### src/rtl/sbc_pkg.sv
// ----------------------------------------------------------------------------
// sbc_pkg
// Widths, constants and stage types of the segment/box slab clipper.
// ----------------------------------------------------------------------------
`default_nettype none

package sbc_pkg;

    localparam int COORD_BITS    = 16;
    localparam int FRACTION_BITS = 16;
    localparam int DIFF_W        = COORD_BITS + 1;
    localparam int NUM_W         = DIFF_W + FRACTION_BITS;
    localparam int QUO_W         = FRACTION_BITS + 2;
    localparam int T_W           = QUO_W + 1;
    localparam int FRAC_OUT_W    = FRACTION_BITS + 1;
    localparam int PROD_W        = DIFF_W + T_W;
    localparam int DIV_LAT       = QUO_W + 2;

    typedef logic signed [COORD_BITS-1:0] t_coord;
    typedef logic signed [DIFF_W-1:0]     t_diff;
    typedef logic signed [NUM_W-1:0]      t_num;
    typedef logic signed [T_W-1:0]        t_tval;
    typedef logic signed [PROD_W-1:0]     t_prod;
    typedef logic [FRAC_OUT_W-1:0]        t_frac;

    localparam t_tval T_ZERO = '0;
    localparam t_tval T_ONE  = t_tval'(64'd1 << FRACTION_BITS);

    typedef struct packed {
        logic [DIFF_W-1:0] rem;
        logic [QUO_W-1:0]  low;
        logic [QUO_W-1:0]  q;
        logic              neg;
        logic              ovf;
        logic [DIFF_W-1:0] den;
    } t_div_stage;

    typedef struct packed {
        logic   valid;
        t_coord sx;
        t_coord sy;
        t_coord ex;
        t_coord ey;
        t_coord minx;
        t_coord miny;
        t_coord maxx;
        t_coord maxy;
    } t_in_stage;

    typedef struct packed {
        logic   valid;
        t_coord sx;
        t_coord sy;
        t_diff  dx;
        t_diff  dy;
        logic   par_x;
        logic   par_y;
        logic   in_x;
        logic   in_y;
    } t_side;

    typedef struct packed {
        logic   valid;
        logic   miss;
        t_tval  lo;
        t_tval  hi;
        t_tval  ty0;
        t_tval  ty1;
        logic   par_y;
        logic   in_y;
        t_coord sx;
        t_coord sy;
        t_diff  dx;
        t_diff  dy;
    } t_cx;

    typedef struct packed {
        logic   valid;
        logic   hit;
        t_tval  lo;
        t_coord sx;
        t_coord sy;
        t_diff  dx;
        t_diff  dy;
    } t_cy;

    typedef struct packed {
        logic   valid;
        logic   hit;
        t_tval  lo;
        t_coord sx;
        t_coord sy;
        t_prod  px;
        t_prod  py;
    } t_mul;

    typedef struct packed {
        logic   valid;
        logic   hit;
        t_coord hx;
        t_coord hy;
        t_frac  frac;
    } t_out_stage;

endpackage

`default_nettype wire

### src/rtl/sbc_entry.sv
// ----------------------------------------------------------------------------
// sbc_entry
// Entry point: multiply stage, then truncate-and-add into the output register.
// ----------------------------------------------------------------------------
`default_nettype none

module sbc_entry (
    input  wire logic              i_clk,
    input  wire logic              i_rst_n,
    input  wire logic              i_en,
    input  wire sbc_pkg::t_cy      i_cy,
    output sbc_pkg::t_out_stage    o_out
);
    import sbc_pkg::*;

    localparam t_prod BIAS = t_prod'((64'd1 << FRACTION_BITS) - 64'd1);

    t_mul       n_mul, r_mul;
    t_out_stage n_out, r_out;
    t_prod      bx, by, sum_x, sum_y;

    always_comb begin
        n_mul.valid = i_cy.valid;
        n_mul.hit   = i_cy.hit;
        n_mul.lo    = i_cy.lo;
        n_mul.sx    = i_cy.sx;
        n_mul.sy    = i_cy.sy;
        n_mul.px    = t_prod'(i_cy.dx) * t_prod'(i_cy.lo);
        n_mul.py    = t_prod'(i_cy.dy) * t_prod'(i_cy.lo);
    end

    always_comb begin
        bx    = r_mul.px + (r_mul.px[PROD_W-1] ? BIAS : '0);
        by    = r_mul.py + (r_mul.py[PROD_W-1] ? BIAS : '0);
        sum_x = t_prod'(r_mul.sx) + (bx >>> FRACTION_BITS);
        sum_y = t_prod'(r_mul.sy) + (by >>> FRACTION_BITS);
        n_out.valid = r_mul.valid;
        n_out.hit   = r_mul.hit;
        n_out.hx    = r_mul.hit ? sum_x[COORD_BITS-1:0] : '0;
        n_out.hy    = r_mul.hit ? sum_y[COORD_BITS-1:0] : '0;
        n_out.frac  = r_mul.hit ? r_mul.lo[FRAC_OUT_W-1:0] : '0;
    end

    always_ff @(posedge i_clk) begin
        if (!i_rst_n) begin
            r_mul.valid <= 1'b0;
            r_out.valid <= 1'b0;
        end else if (i_en) begin
            r_mul <= n_mul;
            r_out <= n_out;
        end
    end

    assign o_out = r_out;

endmodule

`default_nettype wire

### config.mk
export PLATFORM = sky130hd
export DESIGN_NAME = sbc_entry
export DESIGN_NICKNAME = d
export VERILOG_FILES = /design/src/rtl/sbc_pkg.sv /design/src/rtl/sbc_entry.sv
export SDC_FILE = /design/constraint.sdc
export NUM_CORES = 2
export LEC_CHECK = 0
export CORE_ASPECT_RATIO = 1.75
export CORE_UTILIZATION = 55
export DETAILED_ROUTE_END_ITERATION = 8
export DONT_BUFFER_PORTS = 1
export GPL_TIMING_DRIVEN = 0
export PLACE_DENSITY = 0.7
export SKIP_LAST_GASP = 1
export SLEW_MARGIN = 20
export SYNTH_ARGS = -nofsm -noshare
export SYNTH_HDL_FRONTEND = slang
export SYNTH_SLANG_ARGS = --single-unit
### constraint.sdc
create_clock -name i_clk -period 8.3 [get_ports i_clk]
set_clock_uncertainty 0.15 [all_clocks]
set_input_delay 0.83 -clock i_clk [delete_from_list [all_inputs] [get_ports i_clk]]
set_output_delay 0.83 -clock i_clk [all_outputs]
set_load 0.005 [all_outputs]
# Word level (Yosys, flattened, before mapping)
# Index checks and enable logic that the tools add are counted.
[totals]
ff_bits = 174
latchBits = 0
ramBits = 0
mem_bits_ro = 0
out_inout_bits = 51
elab_cells = 21
n_memories = 0
[op_classes]
add_sub_neg = 4
n_mul = 2
n_div = 0
magnitude_cmp = 0
n_eq_ne = 0
n_shift = 0
n_mux = 2
n_bitwise = 0
reduce_logical = 1
[ops]
columns = ["cell", "count"]
rows = [
  ["17-bit by 19-bit multiplier with 36-bit output", 2],
  ["32-bit by 16-bit adder with 32-bit output", 2],
  ["16-bit adder", 2],
  ["16-bit 2-to-1 mux", 2],
  ["2-bit AND reduction", 1],
]

# Logic depth before layout (Yosys ltp)
[depth]
word_depth = 3
ltp_mapped = 23

# Least setup slack after synthesis
# No wires, ideal clock.
[synth_timing]
kind = "input port to flip-flop"
from = "input i_cy[8] (netlist name)"
to = "register r_mul[35] (netlist name) (data pin)"
arrival_ps = 6404
required_ps = 7890
slack_ps = 1486
path_stages = 23
cell_sequence = "clkbuf_1 clkbuf_1 nand2_1 fa_1 inv_1 fa_1 inv_1 fa_1 inv_1 fa_1 fa_1 inv_1 fa_1 inv_1 ha_1 nand3_1 nor3_1 o211ai_1 a211oi_1 o211ai_1 a31oi_1 a41oi_1 xnor2_1"
[synth_rtl]
columns = ["item", "line", "rtl"]
rows = [
  ["start, declared", "sbc_entry.sv:11", "input wire sbc_pkg::t_cy i_cy,"],
  ["end signal, assigned", "sbc_entry.sv:49", "r_mul <= n_mul;"],
  ["end, declared", "sbc_entry.sv:18", "t_mul n_mul, r_mul;"],
]

==> flow_metrics.env <==
export IMPL_status="finished clean"
export IMPL_path_class="in2reg"
export IMPL_synth_xor_area_share_pct=3.32
export IMPL_rr_worst_depth=17
export IMPL_cts_hold_buffers=0
export IMPL_synth_simple_area_share_pct=14.9
export IMPL_ys_types=73
export IMPL_drive_gt1_share_pct=1.90
export IMPL_antenna_found_initial=7
export IMPL_wl_per_cell_um=21.1
export IMPL_critPathMaxStageDelay_ns=0.61
export IMPL_num_vias=21800
export IMPL_yosysMostFrequentCell="inv_1"
export IMPL_synth_top_cell_area_share_pct=41.7
export IMPL_worst_ep_arrival_time_ns=7.92
export IMPL_ys_seq_elements=168
export IMPL_rows=115
export IMPL_synthMuxAreaShare_pct=0.195
export IMPL_synth_ff_type="edfxtp_1"
export IMPL_cts_root_buf="clkbuf_16"
export IMPL_timing_final_crit_share_pct=95.0
export IMPL_multi_input_area_um2=23400
export IMPL_cp_end_kind="flip-flop"
export IMPL_dp_hpwl_um=68200
export IMPL_crit_path_frequent_cell="fa_1"
export IMPL_syn_avg_cell_area_um2=10.1
export IMPL_critPathRequiredTime_ns=8.34
export IMPL_synth_area_leaders="fa_1 (42%), edfxtp_1 (16%), ha_1 (9.5%)"
export IMPL_synth_common_cells="inv_1 (667), fa_1 (654), and2_1 (367)"
export IMPL_synth_compound_gate_area_share_pct=5.10
export IMPL_grt_pass1_vias=24400
export IMPL_synthesis_nets=4100
export IMPL_drtAntennaViolNets=0
export IMPL_start_util_pct=55.8
export IMPL_synth_edf_count=166
export IMPL_slowest_stage="fa_1"
export IMPL_cts_tree="done"
export IMPL_avgViaCountPerCell=5.57
export IMPL_overflow=0
export IMPL_synth_adder_area_share_pct=51.2
export IMPL_drv_slew=0
export IMPL_ys_warnings_count=0
export IMPL_place_congestion=0.932
export IMPL_syn_cell_area_um2=31400
export IMPL_grt_max_degree=63
export IMPL_cts_sinks=168
export IMPL_die_x_um=183
export IMPL_synthCells=3118
export IMPL_post_route_min_period_ns=7.89
export IMPL_synth_area_leader_cell="fa_1"
export IMPL_nFillCells=4874
export IMPL_core_area_um2=56300
export IMPL_h_tree_depth=4
export IMPL_drc=0
export IMPL_dr_first_iter_drc_count=1267
export IMPL_hold_worst_slack_ns=0.303
export IMPL_finalSetupViolations=0
export IMPL_fmax_mhz=127
export IMPL_worstHoldPathCells=0
export IMPL_cp_cell_sequence="clkbuf_1, clkbuf_2, nand2_1, fa_1, inv_1, fa_1, fa_1, fa_1, fa_1, inv_1, fa_1, inv_1, ha_1, nand3_1, nor3_1, o211ai_1, a211oi_1, o211ai_1, a31oi_1, a41oi_1, xnor2_1"
export IMPL_syn_to_final_growth_pct=5.01
export IMPL_cp_num_buf_inv=5
export IMPL_startpoint_type="input pin"
export IMPL_hold_class="in2reg"
export IMPL_cts_buffers=17
export IMPL_slew_headroom_pct=19.2
export IMPL_ios=141
export IMPL_synth_top_family_by_area="adder cells"
export IMPL_final_nets=4121
export IMPL_grt_pass1_wl_um=130000
export IMPL_finalHoldViolations=0
export IMPL_drv_cap=0
export IMPL_path_delay_family="adder cells"
export IMPL_fp_dieH_um=318
export IMPL_async_flop_share_pct=0
export IMPL_cp_max_fo=10
export IMPL_regArea_um2=5020
export IMPL_path_depth=21
export IMPL_insertion_delay_ns=0.47
export IMPL_clock_path_buffers=2
export IMPL_die_area_um2=58100
export IMPL_yosysSeqAreaShare_pct=16.0
export IMPL_groute_usage_overall_pct=30.2
export IMPL_path_clk_slew_ns=0.08
export IMPL_io_buffers=0
export IMPL_dr_pass1_iters=5
export IMPL_wl_um=82800
export IMPL_tightest_slew_ns=1.21
export IMPL_rsz0062_at_grt="no"
## logic make-up (layout without fill, tap and decap cells)
| logic type | Yosys count | count (layout) |
|---|---|---|
| DFF | 168 | 168 |
| muxes | 6 | 6 |
| xor gates and xnor gates | 119 | 119 |
| other | 0 | 9 |
| AOI/OAI and AO/OA | 230 | 230 |
| adders and majority gates | 892 | 892 |
| and+or+nand+nor | 921 | 921 |
| buffers and inverters | 782 | 816 |
## sequential cells by signal (all words and copies together) (netlist names)
name	flops
n_out	2
o_out	51
r_mul	115
## routing by layer
layer | up-vias | routed length [um] | global-route usage [%] | part of all wire [%]
met3 | 254 | 4910 | 5.42 | 5.9
li1 | 9543 | - | - | -
met5 | - | 69 | 0 | 0.083
met1 | 11300 | 28900 | 33.3 | 35
met4 | 4 | 5120 | 18.7 | 6.2
met2 | 770 | 43800 | 53.6 | 53
## layout by cell type (no fill, tap or decap), types with 8 or more instances in the layout
| cell type | netlist | final |
|---|---|---|
| a211oi_1 | 8 | 8 |
| a21o_1 | 30 | 30 |
| a21oi_1 | 66 | 66 |
| and2_1 | 367 | 366 |
| clkbuf_1 | 108 | 103 |
| clkbuf_16 | 0 | 17 |
| clkbuf_2 | 0 | 9 |
| diode_2 | 0 | 9 |
| edfxtp_1 | 166 | 166 |
| fa_1 | 654 | 654 |
| ha_1 | 238 | 238 |
| inv_1 | 667 | 667 |
| nand2_1 | 346 | 346 |
| nand2b_1 | 17 | 17 |
| nand3_1 | 24 | 24 |
| nor2_1 | 89 | 89 |
| nor2b_1 | 14 | 14 |
| nor3_1 | 18 | 18 |
| o211ai_1 | 8 | 8 |
| o21a_1 | 13 | 13 |
| o21ai_0 | 32 | 32 |
| or3_1 | 8 | 8 |
| xnor2_1 | 90 | 90 |
| xor2_1 | 29 | 29 |
## final timing paths
kind                    from        end  slack (ns)
setup / recovery     i_cy[9]  r_mul[35]        0.41
hold / removal      i_cy[43]  r_mul[81]        0.30
setup reg to reg   r_mul[71]  o_out[47]        2.68
hold reg to reg   r_mul[109]   o_out[5]        0.37
## per-stage QoR
step	setup TNS, ns	setup WS [ns]	instance area (um2)	cells	util (%)
floorplan	0	1.49	31400	3118	-
global placement	-0.154	-0.154	32400	3878	57.5
detailed placement	-0.277	-0.277	32400	3880	57.6
CTS	0	0.184	32900	3912	58.6
global route	0	0.0280	33000	3914	58.6
finish	0	0.414	33000	3921	58.6
## what timing repair did
item	CTS	global route
gates resized for setup	0	16
setup endpoints to repair	0	1
setup buffers	0	0
## layout make-up
class | instances | area share (%)
flip-flops and latches | 168 | 15.2
repair buffers | 2 | 0.167
clock buffers | 19 | 1.31
diodes | 9 | 0.0683
clock inverters | 13 | 0.296
plain buffers | 115 | 1.34
inverters | 667 | 7.59
well taps | 760 | 2.88
multi-input cells | 2168 | 71.1
Power is left out: the tool's default activity adds up to more than one toggle a clock period on the data nets, which glitch-free logic cannot reach.
