`config.mk`:
```
export PLATFORM = sky130hd
export DESIGN_NAME = sbc_clip
export DESIGN_NICKNAME = d
export VERILOG_FILES = /design/src/rtl/sbc_pkg.sv /design/src/rtl/sbc_clip.sv
export SDC_FILE = /design/constraint.sdc
export NUM_CORES = 1
export LEC_CHECK = 0
export ABC_AREA = 1
export BUFFER_PORTS_ARGS = -buffer_cell sky130_fd_sc_hd__buf_2
export CAP_MARGIN = 5
export CORE_UTILIZATION = 45
export DETAILED_ROUTE_END_ITERATION = 6
export PLACE_DENSITY_LB_ADDON = 0.25
export SYNTH_ARGS = -nofsm -noshare
export SYNTH_HDL_FRONTEND = slang
export SYNTH_SLANG_ARGS = --single-unit
```
`constraint.sdc`:
```
create_clock -name i_clk -period 8 [get_ports i_clk]
set_input_delay 1.6 -clock i_clk [delete_from_list [all_inputs] [get_ports i_clk]]
set_output_delay 1.6 -clock i_clk [all_outputs]
set_load 0.01 [all_outputs]
```
`src/rtl/sbc_pkg.sv`:
```
// ----------------------------------------------------------------------------
// sbc_pkg
// Widths, constants and stage types of the segment/box slab clipper.
// ----------------------------------------------------------------------------
`default_nettype none

package sbc_pkg;

    localparam int COORD_BITS    = 16;
    localparam int FRACTION_BITS = 16;
    localparam int DIFF_W        = COORD_BITS + 1;
    localparam int NUM_W         = DIFF_W + FRACTION_BITS;
    localparam int QUO_W         = FRACTION_BITS + 2;
    localparam int T_W           = QUO_W + 1;
    localparam int FRAC_OUT_W    = FRACTION_BITS + 1;
    localparam int PROD_W        = DIFF_W + T_W;
    localparam int DIV_LAT       = QUO_W + 2;

    typedef logic signed [COORD_BITS-1:0] t_coord;
    typedef logic signed [DIFF_W-1:0]     t_diff;
    typedef logic signed [NUM_W-1:0]      t_num;
    typedef logic signed [T_W-1:0]        t_tval;
    typedef logic signed [PROD_W-1:0]     t_prod;
    typedef logic [FRAC_OUT_W-1:0]        t_frac;

    localparam t_tval T_ZERO = '0;
    localparam t_tval T_ONE  = t_tval'(64'd1 << FRACTION_BITS);

    typedef struct packed {
        logic [DIFF_W-1:0] rem;
        logic [QUO_W-1:0]  low;
        logic [QUO_W-1:0]  q;
        logic              neg;
        logic              ovf;
        logic [DIFF_W-1:0] den;
    } t_div_stage;

    typedef struct packed {
        logic   valid;
        t_coord sx;
        t_coord sy;
        t_coord ex;
        t_coord ey;
        t_coord minx;
        t_coord miny;
        t_coord maxx;
        t_coord maxy;
    } t_in_stage;

    typedef struct packed {
        logic   valid;
        t_coord sx;
        t_coord sy;
        t_diff  dx;
        t_diff  dy;
        logic   par_x;
        logic   par_y;
        logic   in_x;
        logic   in_y;
    } t_side;

    typedef struct packed {
        logic   valid;
        logic   miss;
        t_tval  lo;
        t_tval  hi;
        t_tval  ty0;
        t_tval  ty1;
        logic   par_y;
        logic   in_y;
        t_coord sx;
        t_coord sy;
        t_diff  dx;
        t_diff  dy;
    } t_cx;

    typedef struct packed {
        logic   valid;
        logic   hit;
        t_tval  lo;
        t_coord sx;
        t_coord sy;
        t_diff  dx;
        t_diff  dy;
    } t_cy;

    typedef struct packed {
        logic   valid;
        logic   hit;
        t_tval  lo;
        t_coord sx;
        t_coord sy;
        t_prod  px;
        t_prod  py;
    } t_mul;

    typedef struct packed {
        logic   valid;
        logic   hit;
        t_coord hx;
        t_coord hy;
        t_frac  frac;
    } t_out_stage;

endpackage

`default_nettype wire

```
`src/rtl/sbc_clip.sv`:
```
// ----------------------------------------------------------------------------
// sbc_clip
// Slab interval narrowing, X stage then Y stage, registered.
// ----------------------------------------------------------------------------
`default_nettype none

module sbc_clip (
    input  wire logic            i_clk,
    input  wire logic            i_rst_n,
    input  wire logic            i_en,
    input  wire sbc_pkg::t_side  i_side,
    input  wire sbc_pkg::t_tval  i_qx0,
    input  wire sbc_pkg::t_tval  i_qx1,
    input  wire sbc_pkg::t_tval  i_qy0,
    input  wire sbc_pkg::t_tval  i_qy1,
    output sbc_pkg::t_cy         o_cy
);
    import sbc_pkg::*;

    t_cx   n_cx, r_cx;
    t_cy   n_cy, r_cy;
    t_tval t0, t1, u0, u1, lo_y, hi_y;

    always_comb begin
        t0 = (i_qx0 > i_qx1) ? i_qx1 : i_qx0;
        t1 = (i_qx0 > i_qx1) ? i_qx0 : i_qx1;
        n_cx.valid = i_side.valid;
        n_cx.ty0   = (i_qy0 > i_qy1) ? i_qy1 : i_qy0;
        n_cx.ty1   = (i_qy0 > i_qy1) ? i_qy0 : i_qy1;
        n_cx.par_y = i_side.par_y;
        n_cx.in_y  = i_side.in_y;
        n_cx.sx    = i_side.sx;
        n_cx.sy    = i_side.sy;
        n_cx.dx    = i_side.dx;
        n_cx.dy    = i_side.dy;
        if (i_side.par_x) begin
            n_cx.miss = !i_side.in_x;
            n_cx.lo   = T_ZERO;
            n_cx.hi   = T_ONE;
        end else begin
            n_cx.lo   = (t0 > T_ZERO) ? t0 : T_ZERO;
            n_cx.hi   = (t1 < T_ONE) ? t1 : T_ONE;
            n_cx.miss = (t1 < T_ZERO) || (t0 > T_ONE) ||
                        (((t0 > T_ZERO) ? t0 : T_ZERO) > ((t1 < T_ONE) ? t1 : T_ONE));
        end
    end

    always_comb begin
        u0    = r_cx.ty0;
        u1    = r_cx.ty1;
        lo_y  = (u0 > r_cx.lo) ? u0 : r_cx.lo;
        hi_y  = (u1 < r_cx.hi) ? u1 : r_cx.hi;
        n_cy.valid = r_cx.valid;
        n_cy.sx    = r_cx.sx;
        n_cy.sy    = r_cx.sy;
        n_cy.dx    = r_cx.dx;
        n_cy.dy    = r_cx.dy;
        if (r_cx.par_y) begin
            n_cy.hit = !r_cx.miss && r_cx.in_y;
            n_cy.lo  = r_cx.lo;
        end else begin
            n_cy.hit = !r_cx.miss && !(u1 < r_cx.lo) && !(u0 > r_cx.hi) && (lo_y <= hi_y);
            n_cy.lo  = lo_y;
        end
    end

    always_ff @(posedge i_clk) begin
        if (!i_rst_n) begin
            r_cx.valid <= 1'b0;
            r_cy.valid <= 1'b0;
        end else if (i_en) begin
            r_cx <= n_cx;
            r_cy <= n_cy;
        end
    end

    assign o_cy = r_cy;

endmodule

`default_nettype wire

```
Yosys cells after proc, flatten, opt, wreduce, memory -nomap -nowiden. Cells that the tools add are included.

Input bits: 150. Word-level logic and storage cells: 52. Register bits after elaboration: 233. Output and inout bits: 87.

Reduce and logical (&&, ||, !) cells: 11. Mux-type cells: 10. Order comparisons: 12.

Operators by type and width (count): 19-bit two-way mux (8); 19-bit greater-than comparator (5); 39-bit two-way mux (1); 19-bit < comparator (2); 20-bit two-way mux (1); 19-bit by 1-bit greater-than comparator with 1-bit output, second input constant (1); 19-bit by 18-bit greater-than comparator with 1-bit output, second input constant (1); 19-bit <= comparator (1); 19-bit by 1-bit < comparator with 1-bit output, second input constant (1); 19-bit by 18-bit < comparator with 1-bit output, second input constant (1); 1-bit logical AND (4); 1-bit zero test (4); 1-bit logical OR (2); 2-bit AND reduction (1).

Longest topological paths before layout.
Depth in word-level cells: 7. Gate-level depth with buffers: 35. Mapped depth without buffers: 32.

Worst setup path before layout. No wires, ideal clock.

Path kind: input to register. Start: in i_rst_n. End: reg r_cx (netlist bit n_cy[0]), enable pin. Setup slack: 1.352 ns. Path buffers: 0. Arrival: 6.066 ns. Setup time: 0.582 ns. Cell stages on the path: 2. Required time: 7.418 ns. Cells stage by stage: nand2_1 -> inv_1.

Longest elaborated chain between the ends: 1.

RTL lines: start: declaration (line sbc_clip.sv:9) `input wire logic i_rst_n,`; 2-bit AND reduction (no source line); end signal: assignment (line sbc_clip.sv:72) `r_cx <= n_cx;`; end: declaration (line sbc_clip.sv:20) `t_cx n_cx, r_cx;`.

Every way passes these cells. A chain may end at the register's enable or synchronous reset.

==> summary.txt <==
Global-route wire length before repair -> 44.51 mm
Antenna violation net count after detailed routing -> 0
Power, Total -> 3347 µW
Final setup margin -> 1.729 ns
Final GP Congestion -> 0.8811
Leak Pwr -> 0.006800 µW
RSZ-0062 raised after global routing -> false
Max IR drop VDD -> 0.1390 mV
First-pass detailed-route iteration total -> 5
DR iter-0 viols -> 653
Status -> finished, final reports clean
Yosys cell types -> 41
Core outline area -> 27780 µm²
Vias in the first global route -> 8675
Critical R2R Capture -> o_cy[85]
Hold_buf cts -> 0
Critical Path Start -> i_qx1[10]
Initial antenna violation count -> 11
Critical Path Max Stage Delay -> 0.72 ns
Vias -> 9407
R2R depth -> 21
Commonest non-fill, non-tap cell in the layout -> buf_2
PortBufs -> 236
Cell row count -> 61
Clock skew -> 0.01423 ns
CTS tree -> yes
Clock buffer depth -> 3
Min-Delay Path Class -> flip-flop to flip-flop
Cells after Synth -> 1225
CTS Root Cell -> clkbuf_16
Final setup vio count -> 0
Reg clk slew, reported paths -> 0.06 ns
Ys flop type -> edfxtp_1
I/O Pins -> 237
Critical path endpoint -> r_cx[144]
Kind of cell adding the most delay to the critical path -> simple AND/OR/NAND/NOR gates
Post-synthesis average cell area -> 10.39 µm²
Clk sinks -> 233
PwrDens -> 221.7 nW/µm²
H-tree lvl count -> 1
Die Height -> 170.2 µm
Final #Nets -> 1759
Final std cells w/o fill -> 1862
Resize count post-CTS -> 0
Via/cell ratio -> 5.052
Post-CTS Setup Inserts -> 0
Startpoint Class -> primary input
R2R Setup Slk -> 3.56 ns
Post-DR wirelength/cell -> 15.67 µm
Critical path depth -> 27
Worst Max-Slew Pin Slew -> 1.021 ns
Reg2Reg Launch Point -> u0[18]
Remaining global-route overflow -> 0
Worst Setup Path Type -> primary input to flip-flop
Die Area -> 28970 µm²
Post-synth EDFFs -> 231
Post-synthesis async set-or-reset flop share -> 0
Crit path time final -> 6.271 ns
Largest net degree at the start of global routing -> 154
Setup TNS -> 0 ns
Gr usage total -> 0.1979
Fin crit share -> 0.7838
Layout cells sized above 1 -> 0.2099
Slew Limit Headroom -> 0.3191
Critical-path top delay cell -> o21ai_4
Die X -> 170.2 µm
CTS Buf Count -> 24
Placed Instances -> 1811
Syn-to-layout area delta -> 18.59%
Clk_lat worst skew -> 0.52 ns
Required @ worst endpoint -> 8.27 ns
Most frequent cells in the layout -> 236 x buf_2, 231 x edfxtp_1, 213 x nand2_1, 150 x ha_1, 137 x inv_1
Flops & latches, synth -> 233
Most used cell, CP -> nor2_1
Sequential-to-total area share from yosys stat -> 0.5480
Fmax -> 159.5 MHz
Crit end category -> flip-flop
Warnings, synthesis -> 0
Residual DRC -> 0
Max Cap Viol -> 0
Worst slack, placed -> 1.238 ns
Top fanout value on the critical path -> 32
Final hold viol count -> 0
Initial core utilization -> 0.4583
Bufs and invs on worst path -> 4
Cell area after synthesis -> 12730 µm²
WL final -> 29.18 mm
Post-DP HPWL -> 23.01 mm
Worst EP arrival -> 6.54 ns
Max-slew violation count -> 0
==> layer usage <==
layer | up-vias | part of all wire | track usage
met5 | - | 0.0017 | 0
met4 | 8 | 0.022 | 0.05405
met3 | 50 | 0.073 | 0.04419
met2 | 278 | 0.46 | 0.3361
met1 | 4290 | 0.44 | 0.2535
li1 | 4781 | - | -
==> worst reg2reg max path, cell delays in order, from the launching register on <==
cell and delay (ns):
edfxtp_1 0.54, ha_1 0.41, nand2_1 0.08, nor2_1 0.17
nand2_1 0.07, nor3_1 0.19, nand4_1 0.15, a31o_2 0.27
nand3_1 0.44, buf_4 0.36, nor2_1 0.07, a21oi_1 0.18
ha_1 0.28, a21oi_1 0.16, nor2_1 0.05, a211oi_1 0.21
o21ai_0 0.11, nand2_1 0.10, a31o_2 0.14, nand3_1 0.06
nand4_1 0.11, nand2_1 0.05
==> metrics by stage <==
stage	hold slack, ns	area [µm²]	util
after floorplan	0.4003	12730	-
after global placement	0.4002	14290	0.5143
after detailed placement	0.4045	14290	0.5143
after CTS	0.4175	15080	0.5428
after global routing	0.4219	15090	0.5432
final	0.4165	15100	0.5435
==> sequential cells by signal, indices dropped and copies added (netlist names) <==
register,cells
n_cy,67
o_cy,87
u0,19
u1,19
r_cx,41
==> kinds of logic (layout without fill, tap and decap cells) <==
group / count (synthesis) / in the layout / synth area share
compound gates: 227 / 227 / 0.09592
xor+xnor: 1 / 1 / 0.0006881
fa+ha+maj: 150 / 150 / 0.1474
buf+inv: 174 / 425 / 0.05376
flops: 233 / 233 / 0.5480
mux: 9 / 9 / 0.007961
other cells: 1 / 9 / 0.0002946
simple gates: 430 / 430 / 0.1459
==> synthesized netlist by cell type (3+ instances only) <==
library cell | number | area share
nor4_1 | 6 | 0.0029
o21ai_0 | 99 | 0.039
mux2_2 | 9 | 0.0080
nor2_1 | 124 | 0.037
edfxtp_1 | 231 | 0.54
buf_2 | 10 | 0.0039
inv_1 | 138 | 0.041
a211oi_1 | 9 | 0.0053
ha_1 | 150 | 0.15
nand3_1 | 25 | 0.0098
o211ai_1 | 6 | 0.0035
a21oi_1 | 98 | 0.039
nand3_2 | 13 | 0.010
nand4_1 | 30 | 0.015
nor3_1 | 9 | 0.0035
a21o_1 | 3 | 0.0018
nand2_1 | 213 | 0.063
nand3b_1 | 3 | 0.0018
clkbuf_1 | 20 | 0.0059
==> where the power goes <==
group	switching (µW)	leakage [µW]	internal (µW)
combinational	477	0.00427	269
clock	461	0.000380	652
sequential	39.9	0.00215	1450
total	979	0.00680	2370
==> worst min-delay path by stage <==
| stage | startpoint | endpoint | depth (start not counted) |
|---|---|---|---|
| after floorplan | n_cy[0] | o_cy[0] | 0 |
| after global placement | n_cy[13] | o_cy[13] | 0 |
| after CTS | n_cy[26] | o_cy[26] | 0 |
| final | n_cy[49] | o_cy[49] | 0 |
| after detailed placement | n_cy[0] | o_cy[0] | 0 |
| after global routing | n_cy[65] | o_cy[65] | 0 |
==> layout make-up <==
cell class,count,area [µm²]
Antenna cell,7,17.52
Sequential cell,233,6977
Clock buffer,28,615.6
Tap cell,378,473.0
Inverter,139,529.3
Multi-Input combinational cell,819,5082
Fill cell,2513,12680
Clock inverter,16,177.7
Timing Repair Buffer,242,1226
No activity file was read; power rests on OpenSTA's default activity.
