File: src/rtl/sbc_pkg.sv
// ----------------------------------------------------------------------------
// sbc_pkg
// Widths, constants and stage types of the segment/box slab clipper.
// ----------------------------------------------------------------------------
`default_nettype none

package sbc_pkg;

    localparam int COORD_BITS    = 16;
    localparam int FRACTION_BITS = 16;
    localparam int DIFF_W        = COORD_BITS + 1;
    localparam int NUM_W         = DIFF_W + FRACTION_BITS;
    localparam int QUO_W         = FRACTION_BITS + 2;
    localparam int T_W           = QUO_W + 1;
    localparam int FRAC_OUT_W    = FRACTION_BITS + 1;
    localparam int PROD_W        = DIFF_W + T_W;
    localparam int DIV_LAT       = QUO_W + 2;

    typedef logic signed [COORD_BITS-1:0] t_coord;
    typedef logic signed [DIFF_W-1:0]     t_diff;
    typedef logic signed [NUM_W-1:0]      t_num;
    typedef logic signed [T_W-1:0]        t_tval;
    typedef logic signed [PROD_W-1:0]     t_prod;
    typedef logic [FRAC_OUT_W-1:0]        t_frac;

    localparam t_tval T_ZERO = '0;
    localparam t_tval T_ONE  = t_tval'(64'd1 << FRACTION_BITS);

    typedef struct packed {
        logic [DIFF_W-1:0] rem;
        logic [QUO_W-1:0]  low;
        logic [QUO_W-1:0]  q;
        logic              neg;
        logic              ovf;
        logic [DIFF_W-1:0] den;
    } t_div_stage;

    typedef struct packed {
        logic   valid;
        t_coord sx;
        t_coord sy;
        t_coord ex;
        t_coord ey;
        t_coord minx;
        t_coord miny;
        t_coord maxx;
        t_coord maxy;
    } t_in_stage;

    typedef struct packed {
        logic   valid;
        t_coord sx;
        t_coord sy;
        t_diff  dx;
        t_diff  dy;
        logic   par_x;
        logic   par_y;
        logic   in_x;
        logic   in_y;
    } t_side;

    typedef struct packed {
        logic   valid;
        logic   miss;
        t_tval  lo;
        t_tval  hi;
        t_tval  ty0;
        t_tval  ty1;
        logic   par_y;
        logic   in_y;
        t_coord sx;
        t_coord sy;
        t_diff  dx;
        t_diff  dy;
    } t_cx;

    typedef struct packed {
        logic   valid;
        logic   hit;
        t_tval  lo;
        t_coord sx;
        t_coord sy;
        t_diff  dx;
        t_diff  dy;
    } t_cy;

    typedef struct packed {
        logic   valid;
        logic   hit;
        t_tval  lo;
        t_coord sx;
        t_coord sy;
        t_prod  px;
        t_prod  py;
    } t_mul;

    typedef struct packed {
        logic   valid;
        logic   hit;
        t_coord hx;
        t_coord hy;
        t_frac  frac;
    } t_out_stage;

endpackage

`default_nettype wire

File: src/rtl/sbc_div.sv
// ----------------------------------------------------------------------------
// sbc_div
// Pipelined floor divider, one quotient bit per stage, saturating quotient.
// ----------------------------------------------------------------------------
`default_nettype none

module sbc_div (
    input  wire logic           i_clk,
    input  wire logic           i_en,
    input  wire sbc_pkg::t_num  i_num,
    input  wire sbc_pkg::t_diff i_den,
    output sbc_pkg::t_tval      o_quo
);
    import sbc_pkg::*;

    function automatic t_div_stage div_step(t_div_stage s);
        logic [DIFF_W:0] trial;
        logic            ge;
        t_div_stage      n;
        trial = {s.rem, s.low[QUO_W-1]};
        ge    = trial >= {1'b0, s.den};
        n     = s;
        n.rem = ge ? DIFF_W'(trial - {1'b0, s.den}) : DIFF_W'(trial);
        n.low = s.low << 1;
        n.q   = {s.q[QUO_W-2:0], ge};
        return n;
    endfunction

    logic [NUM_W-1:0]       num_mag;
    logic [DIFF_W-1:0]      den_mag;
    t_div_stage             n_st0;
    t_div_stage             r_st [0:QUO_W];
    t_tval                  n_quo;
    t_tval                  r_quo;
    logic [QUO_W:0]         q_adj;

    always_comb begin
        num_mag      = i_num[NUM_W-1] ? NUM_W'(-i_num) : NUM_W'(i_num);
        den_mag      = i_den[DIFF_W-1] ? DIFF_W'(-i_den) : DIFF_W'(i_den);
        n_st0.rem    = DIFF_W'(num_mag[NUM_W-1:QUO_W]);
        n_st0.low    = num_mag[QUO_W-1:0];
        n_st0.q      = '0;
        n_st0.neg    = i_num[NUM_W-1] ^ i_den[DIFF_W-1];
        n_st0.ovf    = DIFF_W'(num_mag[NUM_W-1:QUO_W]) >= den_mag;
        n_st0.den    = den_mag;
    end

    always_comb begin
        q_adj = {1'b0, r_st[QUO_W].q} + (QUO_W+1)'(|r_st[QUO_W].rem);
        if (r_st[QUO_W].ovf) begin
            n_quo = r_st[QUO_W].neg ? {1'b1, {QUO_W{1'b0}}} : {1'b0, {QUO_W{1'b1}}};
        end else if (r_st[QUO_W].neg) begin
            n_quo = -$signed(q_adj);
        end else begin
            n_quo = $signed({1'b0, r_st[QUO_W].q});
        end
    end

    always_ff @(posedge i_clk) begin
        if (i_en) begin
            r_st[0] <= n_st0;
            for (int k = 0; k < QUO_W; k++) begin
                r_st[k+1] <= div_step(r_st[k]);
            end
            r_quo <= n_quo;
        end
    end

    assign o_quo = r_quo;

endmodule

`default_nettype wire

File: config.mk
export PLATFORM = sky130hd
export DESIGN_NAME = sbc_div
export DESIGN_NICKNAME = d
export VERILOG_FILES = /design/src/rtl/sbc_pkg.sv /design/src/rtl/sbc_div.sv
export SDC_FILE = /design/constraint.sdc
export NUM_CORES = 2
export LEC_CHECK = 0
export BUFFER_PORTS_ARGS = -buffer_cell sky130_fd_sc_hd__buf_2
export CAP_MARGIN = 30
export CORE_UTILIZATION = 64
export DETAILED_ROUTE_END_ITERATION = 8
export GPL_ROUTABILITY_DRIVEN = 0
export MAX_ROUTING_LAYER = met4
export PLACE_DENSITY = 0.81
export SETUP_SLACK_MARGIN = 0.05
export SLEW_MARGIN = 40
export SYNTH_ARGS = -nofsm -noshare
export SYNTH_HDL_FRONTEND = slang
export SYNTH_SLANG_ARGS = --single-unit
File: constraint.sdc
create_clock -name i_clk -period 5 [get_ports i_clk]
set_clock_uncertainty 0.1 [all_clocks]
set_input_delay 1 -clock i_clk [delete_from_list [all_inputs] [get_ports i_clk]]
set_output_delay 1 -clock i_clk [all_outputs]
set_load 0.01 [all_outputs]
## Word-level counts from Yosys, hierarchy flattened

Memory sizes are Yosys's and may differ from the RTL's.
Index checks and enable logic that the tools add are counted.

| word-level totals | value |
|---|---|
| input port bits | 52 |
| memories kept | 1 |
| logic and storage cells | 70 |
| RAM bits | 1368 |
| output and inout port bits | 19 |
| register bits | 19 |

Memory list:

| memory | depth | width | read ports | clocked after Yosys merged registers in | wr ports | RTL line | source |
|---|---|---|---|---|---|---|---|
| r_st | 19 | 72 | 19 | 0 | 19 | sbc_div.sv:32 | `t_div_stage r_st [0:QUO_W];` |

| operators by class | value |
|---|---|
| add/subtract/negate cells | 22 |
| reduce and logical (&&, ||, !) cells | 1 |
| magnitude comparators | 19 |
| mux-type cells | 25 |
| bitwise gates (word level) | 1 |

Operators by type and width:

| operator | number |
|---|---|
| 18-bit by 17-bit >= comparator with 1-bit output | 18 |
| 17-bit 2-to-1 mux | 19 |
| 17-bit subtractor | 18 |
| 19-bit 2-to-1 mux | 3 |
| 33-bit 2-to-1 mux | 1 |
| 33-bit negation | 1 |
| 18-bit by 1-bit adder with 19-bit output | 1 |
| 19-bit negation | 1 |
| 15-bit by 17-bit >= comparator with 1-bit output | 1 |
| 17-bit negation | 1 |
| 17-bit OR reduction | 1 |
| 1-bit 2-to-1 mux | 2 |
| 1-bit bitwise XOR | 1 |

## Depth between registers and ports, before layout

An unclocked memory read counts as a cell.

| depth | value |
|---|---|
| depth after elaboration | 6 |
| depth in mapped cells | 16 |
| gate-level depth less buffers | 16 |

## Worst setup path before layout

Ideal clock, no wire load.

| timing path | value |
|---|---|
| path type | in2reg |
| start point | in i_num[10] |
| end point | mem r_st[0][17] (netlist name), data pin |
| setup time | 0.264 ns |
| arrival time | 3.952 ns |
| path buffers | 0 |
| required time | 4.636 ns |
| cell stages on the path | 16 |
| slack | 0.684 ns |
| cell sequence | or4_1 -> nor4_1 -> and2b_1 -> nand3_2 -> o31ai_1 -> xnor2_1 -> inv_1 -> ha_1 -> nand2b_1 -> a21o_1 -> a21o_1 -> a21oi_1 -> nor2_1 -> o21ai_0 -> a21oi_1 -> o41a_1 |

RTL lines:

| element | RTL line | source |
|---|---|---|
| start, declared | sbc_div.sv:10 | `input wire sbc_pkg::t_num i_num,` |
| end, declared | sbc_div.sv:32 |  |

==> summary.txt <==
Global route
  • GRT overflow: 0
  • First-pass GRT wire length: 157000 um
  • Tot GR Track Use: 24.2%
  • Number of global-route vias before repair: 32400
  • Largest net degree at the start of global routing: 138
  • Initial antenna violation count: 1

Logic synthesis
  • Cells after Synth: 4069
  • Register bit total from synthesis: 1026
  • Post-synth top flop: edfxtp_1
  • Net count after synthesis: 4481
  • Post-synth EDFFs: 1026
  • Synth warnings: 0
  • FFs w/ async S/R, synth: 0%
  • Cell area after synthesis: 0.0522 mm^2
  • Post-synthesis sequential area ratio: 59.0%
  • Netlist cell types: 86
  • Mean Syn Cell Area: 12.8 um^2

Power
  • Leak: 22.5 nW
  • PD cells: 598 mW/mm^2
  • Peak supply drop: 0.000323 V

STA
  • RSZ-0062 raised after global routing: false
  • Final period util: 81.2%
  • Setup WS post-layout: 0.941 ns
  • Worst Tran Pin Value: 0.793 ns
  • Setup TNS: 0 ns
  • Slew HR: 47.0%
  • Final setup viols: 0
  • Minimum clock period: 4.06 ns
  • Max Slew Vio Count: 0
  • Fmax: 246 MHz
  • Final Hold Viols: 0

Critical path
  • Critical path peak fanout: 4
  • Worst R2R Setup Slack: 1.17 ns
  • Crit Path Category: input pin to flip-flop
  • Setup crit end kind: flip-flop
  • Arrival time at the worst endpoint: 4.36 ns
  • RR Endpoint: r_st[5][66]
  • RR Startpoint: r_st[4][0]
  • Reg2Reg Depth: 10
  • CP Data Required Time: 5.30 ns
  • Startpoint Class: input pin

Placed design
  • I/O Buffers: 70
  • DP Wirelength: 69700 um
  • Pre-CTS setup slack: 0.319 ns

Cells and area
  • Ant diodes: 0
  • Layout cell share with drive strength beyond 1: 12.1%
  • P&R area growth vs syn: 9.78%
  • Final #Nets: 4624
  • Fill cells: 5294

Drt
  • DR iter-0 viols: 2003
  • Final wirelength: 97100 um
  • Via count: 31900
  • Via/cell ratio: 5.95
  • Antenna viol nets, final: 0
  • Avg WL per Cell: 18.1 um
  • DRT Pass-1 Iters: 8
  • DR DRC count: 10

Min path
  • Hold EP: r_st[9][53]
  • Hold Crit Class: flip-flop to flip-flop
  • Worst Hold Depth: 0
  • Hold path startpoint: r_st[8][52]

Clocking
  • Num CTS Buffers: 103
  • CTS Hold Bufs: 0
  • Post_cts resized: 0
  • CTS root buf: clkbuf_16
  • Postcts setup bufs: 0
  • CTS tree: done
  • CTS H-Tree Depth: 3
  • Worst-Skew Late Latency: 0.66 ns
  • Clock Tree Buf Depth: 3
  • Clk pin slew, worst setup/hold paths: 0.07 ns
  • Clock tree sinks: 1026

Floorplanning
  • Die width: 288 um
  • Die H: 288 um
  • Starting density of the core: 64.7%
  • Core region area: 0.0807 mm^2
  • Die ar.: 0.0828 mm^2
  • Top-level port count: 71
  • Site Rows: 104

Run
  • MaxCap Viol Count: 0

Outcome
  • Failing checks: DRC
  • Outcome: complete, but fails checks
==> cell usage in the layout (no fill, tap or decap), types with 17 or more instances in the layout <==
cell type  instances
nand2b_1          38
o21ai_0          182
edfxtp_1        1026
nor2b_1           63
o31ai_1           32
a21o_1            84
ha_1             342
nand4_1           40
nand3_1           44
clkbuf_1          19
o211ai_1          24
buf_2             69
xnor2_1          190
a21boi_0          17
nor3_1            30
a21oi_1          263
mux2i_1           26
and3_1            19
nand2_1          159
clkinv_1          21
o21bai_1          17
clkinv_2          18
a31oi_1           41
mux2_2           202
xor2_1            83
o21a_1            62
clkbuf_16        103
fa_1              18
inv_1            440
a211oi_1          23
or3_1             17
and2_1            18
nor2_1           255
==> synth_stat cells, types with 9 or more instances <==
cell type	n	area (um^2)
buf_2	14	70.1
a2111oi_0	9	78.8
a21o_1	84	631
mux2i_1	26	260
and3_1	19	119
and2_1	19	119
clkbuf_1	28	105
nor3_1	30	150
or2_2	16	100
ha_1	342	4280
a31oi_1	41	257
a21oi_1	264	1320
fa_1	18	360
xnor2_1	190	1660
a211oi_1	23	173
nor4_1	14	87.6
o211ai_1	24	180
a221o_1	11	110
o31a_1	9	78.8
and4_1	9	78.8
nand2b_1	38	238
nor2b_1	63	394
o22ai_1	15	93.8
o31ai_1	32	240
o21a_1	63	473
nor2_1	255	957
o21bai_1	17	128
mux2_2	202	2270
nand4_1	40	250
edfxtp_1	1026	30800
buf_6	12	135
xor2_1	83	727
a21boi_0	17	128
or3_1	17	106
nand3_1	44	220
inv_1	440	1650
o21ai_0	182	911
nand2_1	159	597
a31o_2	13	114
==> area by class of cell <==
cell class,instances,area (um^2),share of cell area (%)
clock inverters,70,772,1.35
inverters,440,1650,2.88
repair buffers,96,676,1.18
clock buffers,122,2650,4.62
multi-input cells,2545,19500,33.9
well taps,1060,1330,2.31
flip-flops and latches,1026,30800,53.7
==> cell families (layout without fill, tap and decap cells) <==
family | count (synthesis) | in the layout | synth area share, %
flops | 1026 | 1026 | 59.0
compound gates | 916 | 916 | 11.6
simple gates | 762 | 762 | 7.18
buf+inv | 498 | 728 | 3.80
fa+ha+maj | 360 | 360 | 8.88
xor+xnor | 273 | 273 | 4.58
mux | 234 | 234 | 5.01
==> worst max-delay path: stages <==
cell and delay [ns]:
buf_2 0.11, or4_1 0.59, nor4_1 0.28, and2b_1 0.21, nand3_2 0.09, o31ai_1 0.26
xnor2_1 0.18, inv_1 0.07, ha_1 0.26, nand2b_1 0.14, a21o_1 0.17, a21o_1 0.17
a21oi_1 0.16, nor2_1 0.07, o21ai_0 0.20, a21oi_1 0.10, o41a_1 0.31
==> metrics by stage <==
step,power (mW),hold slack [ns],std cells,cell area [um^2],util [%]
3_5_place_dp,26.4,0.305,5167,53900,66.8
4_1_cts,34.4,0.307,5359,57300,71.1
5_1_grt,36.3,0.311,5359,57300,71.1
6_report,34.3,0.310,5359,57300,71.1
2_1_floorplan,23.4,0.300,4069,52200,-
3_3_place_gp,25.9,0.300,5166,53900,66.8
==> flip-flops by register name (all words and copies together), names as in the netlist <==
register / cells
r_st: 1007
o_quo: 19
==> where the power goes <==
part	internal [mW]	leakage [nW]	switching, mW
combinational	6.33	10.9	7.25
sequential	12.1	10.0	0.878
clock	4.53	1.65	3.23
==> worst max-delay path by stage <==
stage / endpoint / slack (ns) / start / depth (start not counted)
final: r_st[0][17] / 0.94 / i_num[10] / 17
after global routing: r_st[0][17] / 0.68 / i_num[4] / 15
after CTS: r_st[0][17] / 0.99 / i_num[10] / 17
after detailed placement: r_st[0][17] / 0.32 / i_num[10] / 17
after global placement: r_st[0][17] / 0.32 / i_num[10] / 17
after floorplan: r_st[0][17] / 0.68 / i_num[10] / 16
==> per-layer routing <==
metal | track usage, % | vias to the layer above | wire [um]
li1 | - | 15400 | -
met1 | 25.0 | 15500 | 36000
met2 | 45.7 | 715 | 53700
met3 | 2.84 | 257 | 3430
met4 | 10.5 | 0 | 3940
met5 | - | - | 0
Note: power is estimated with default switching activity, not from simulation.
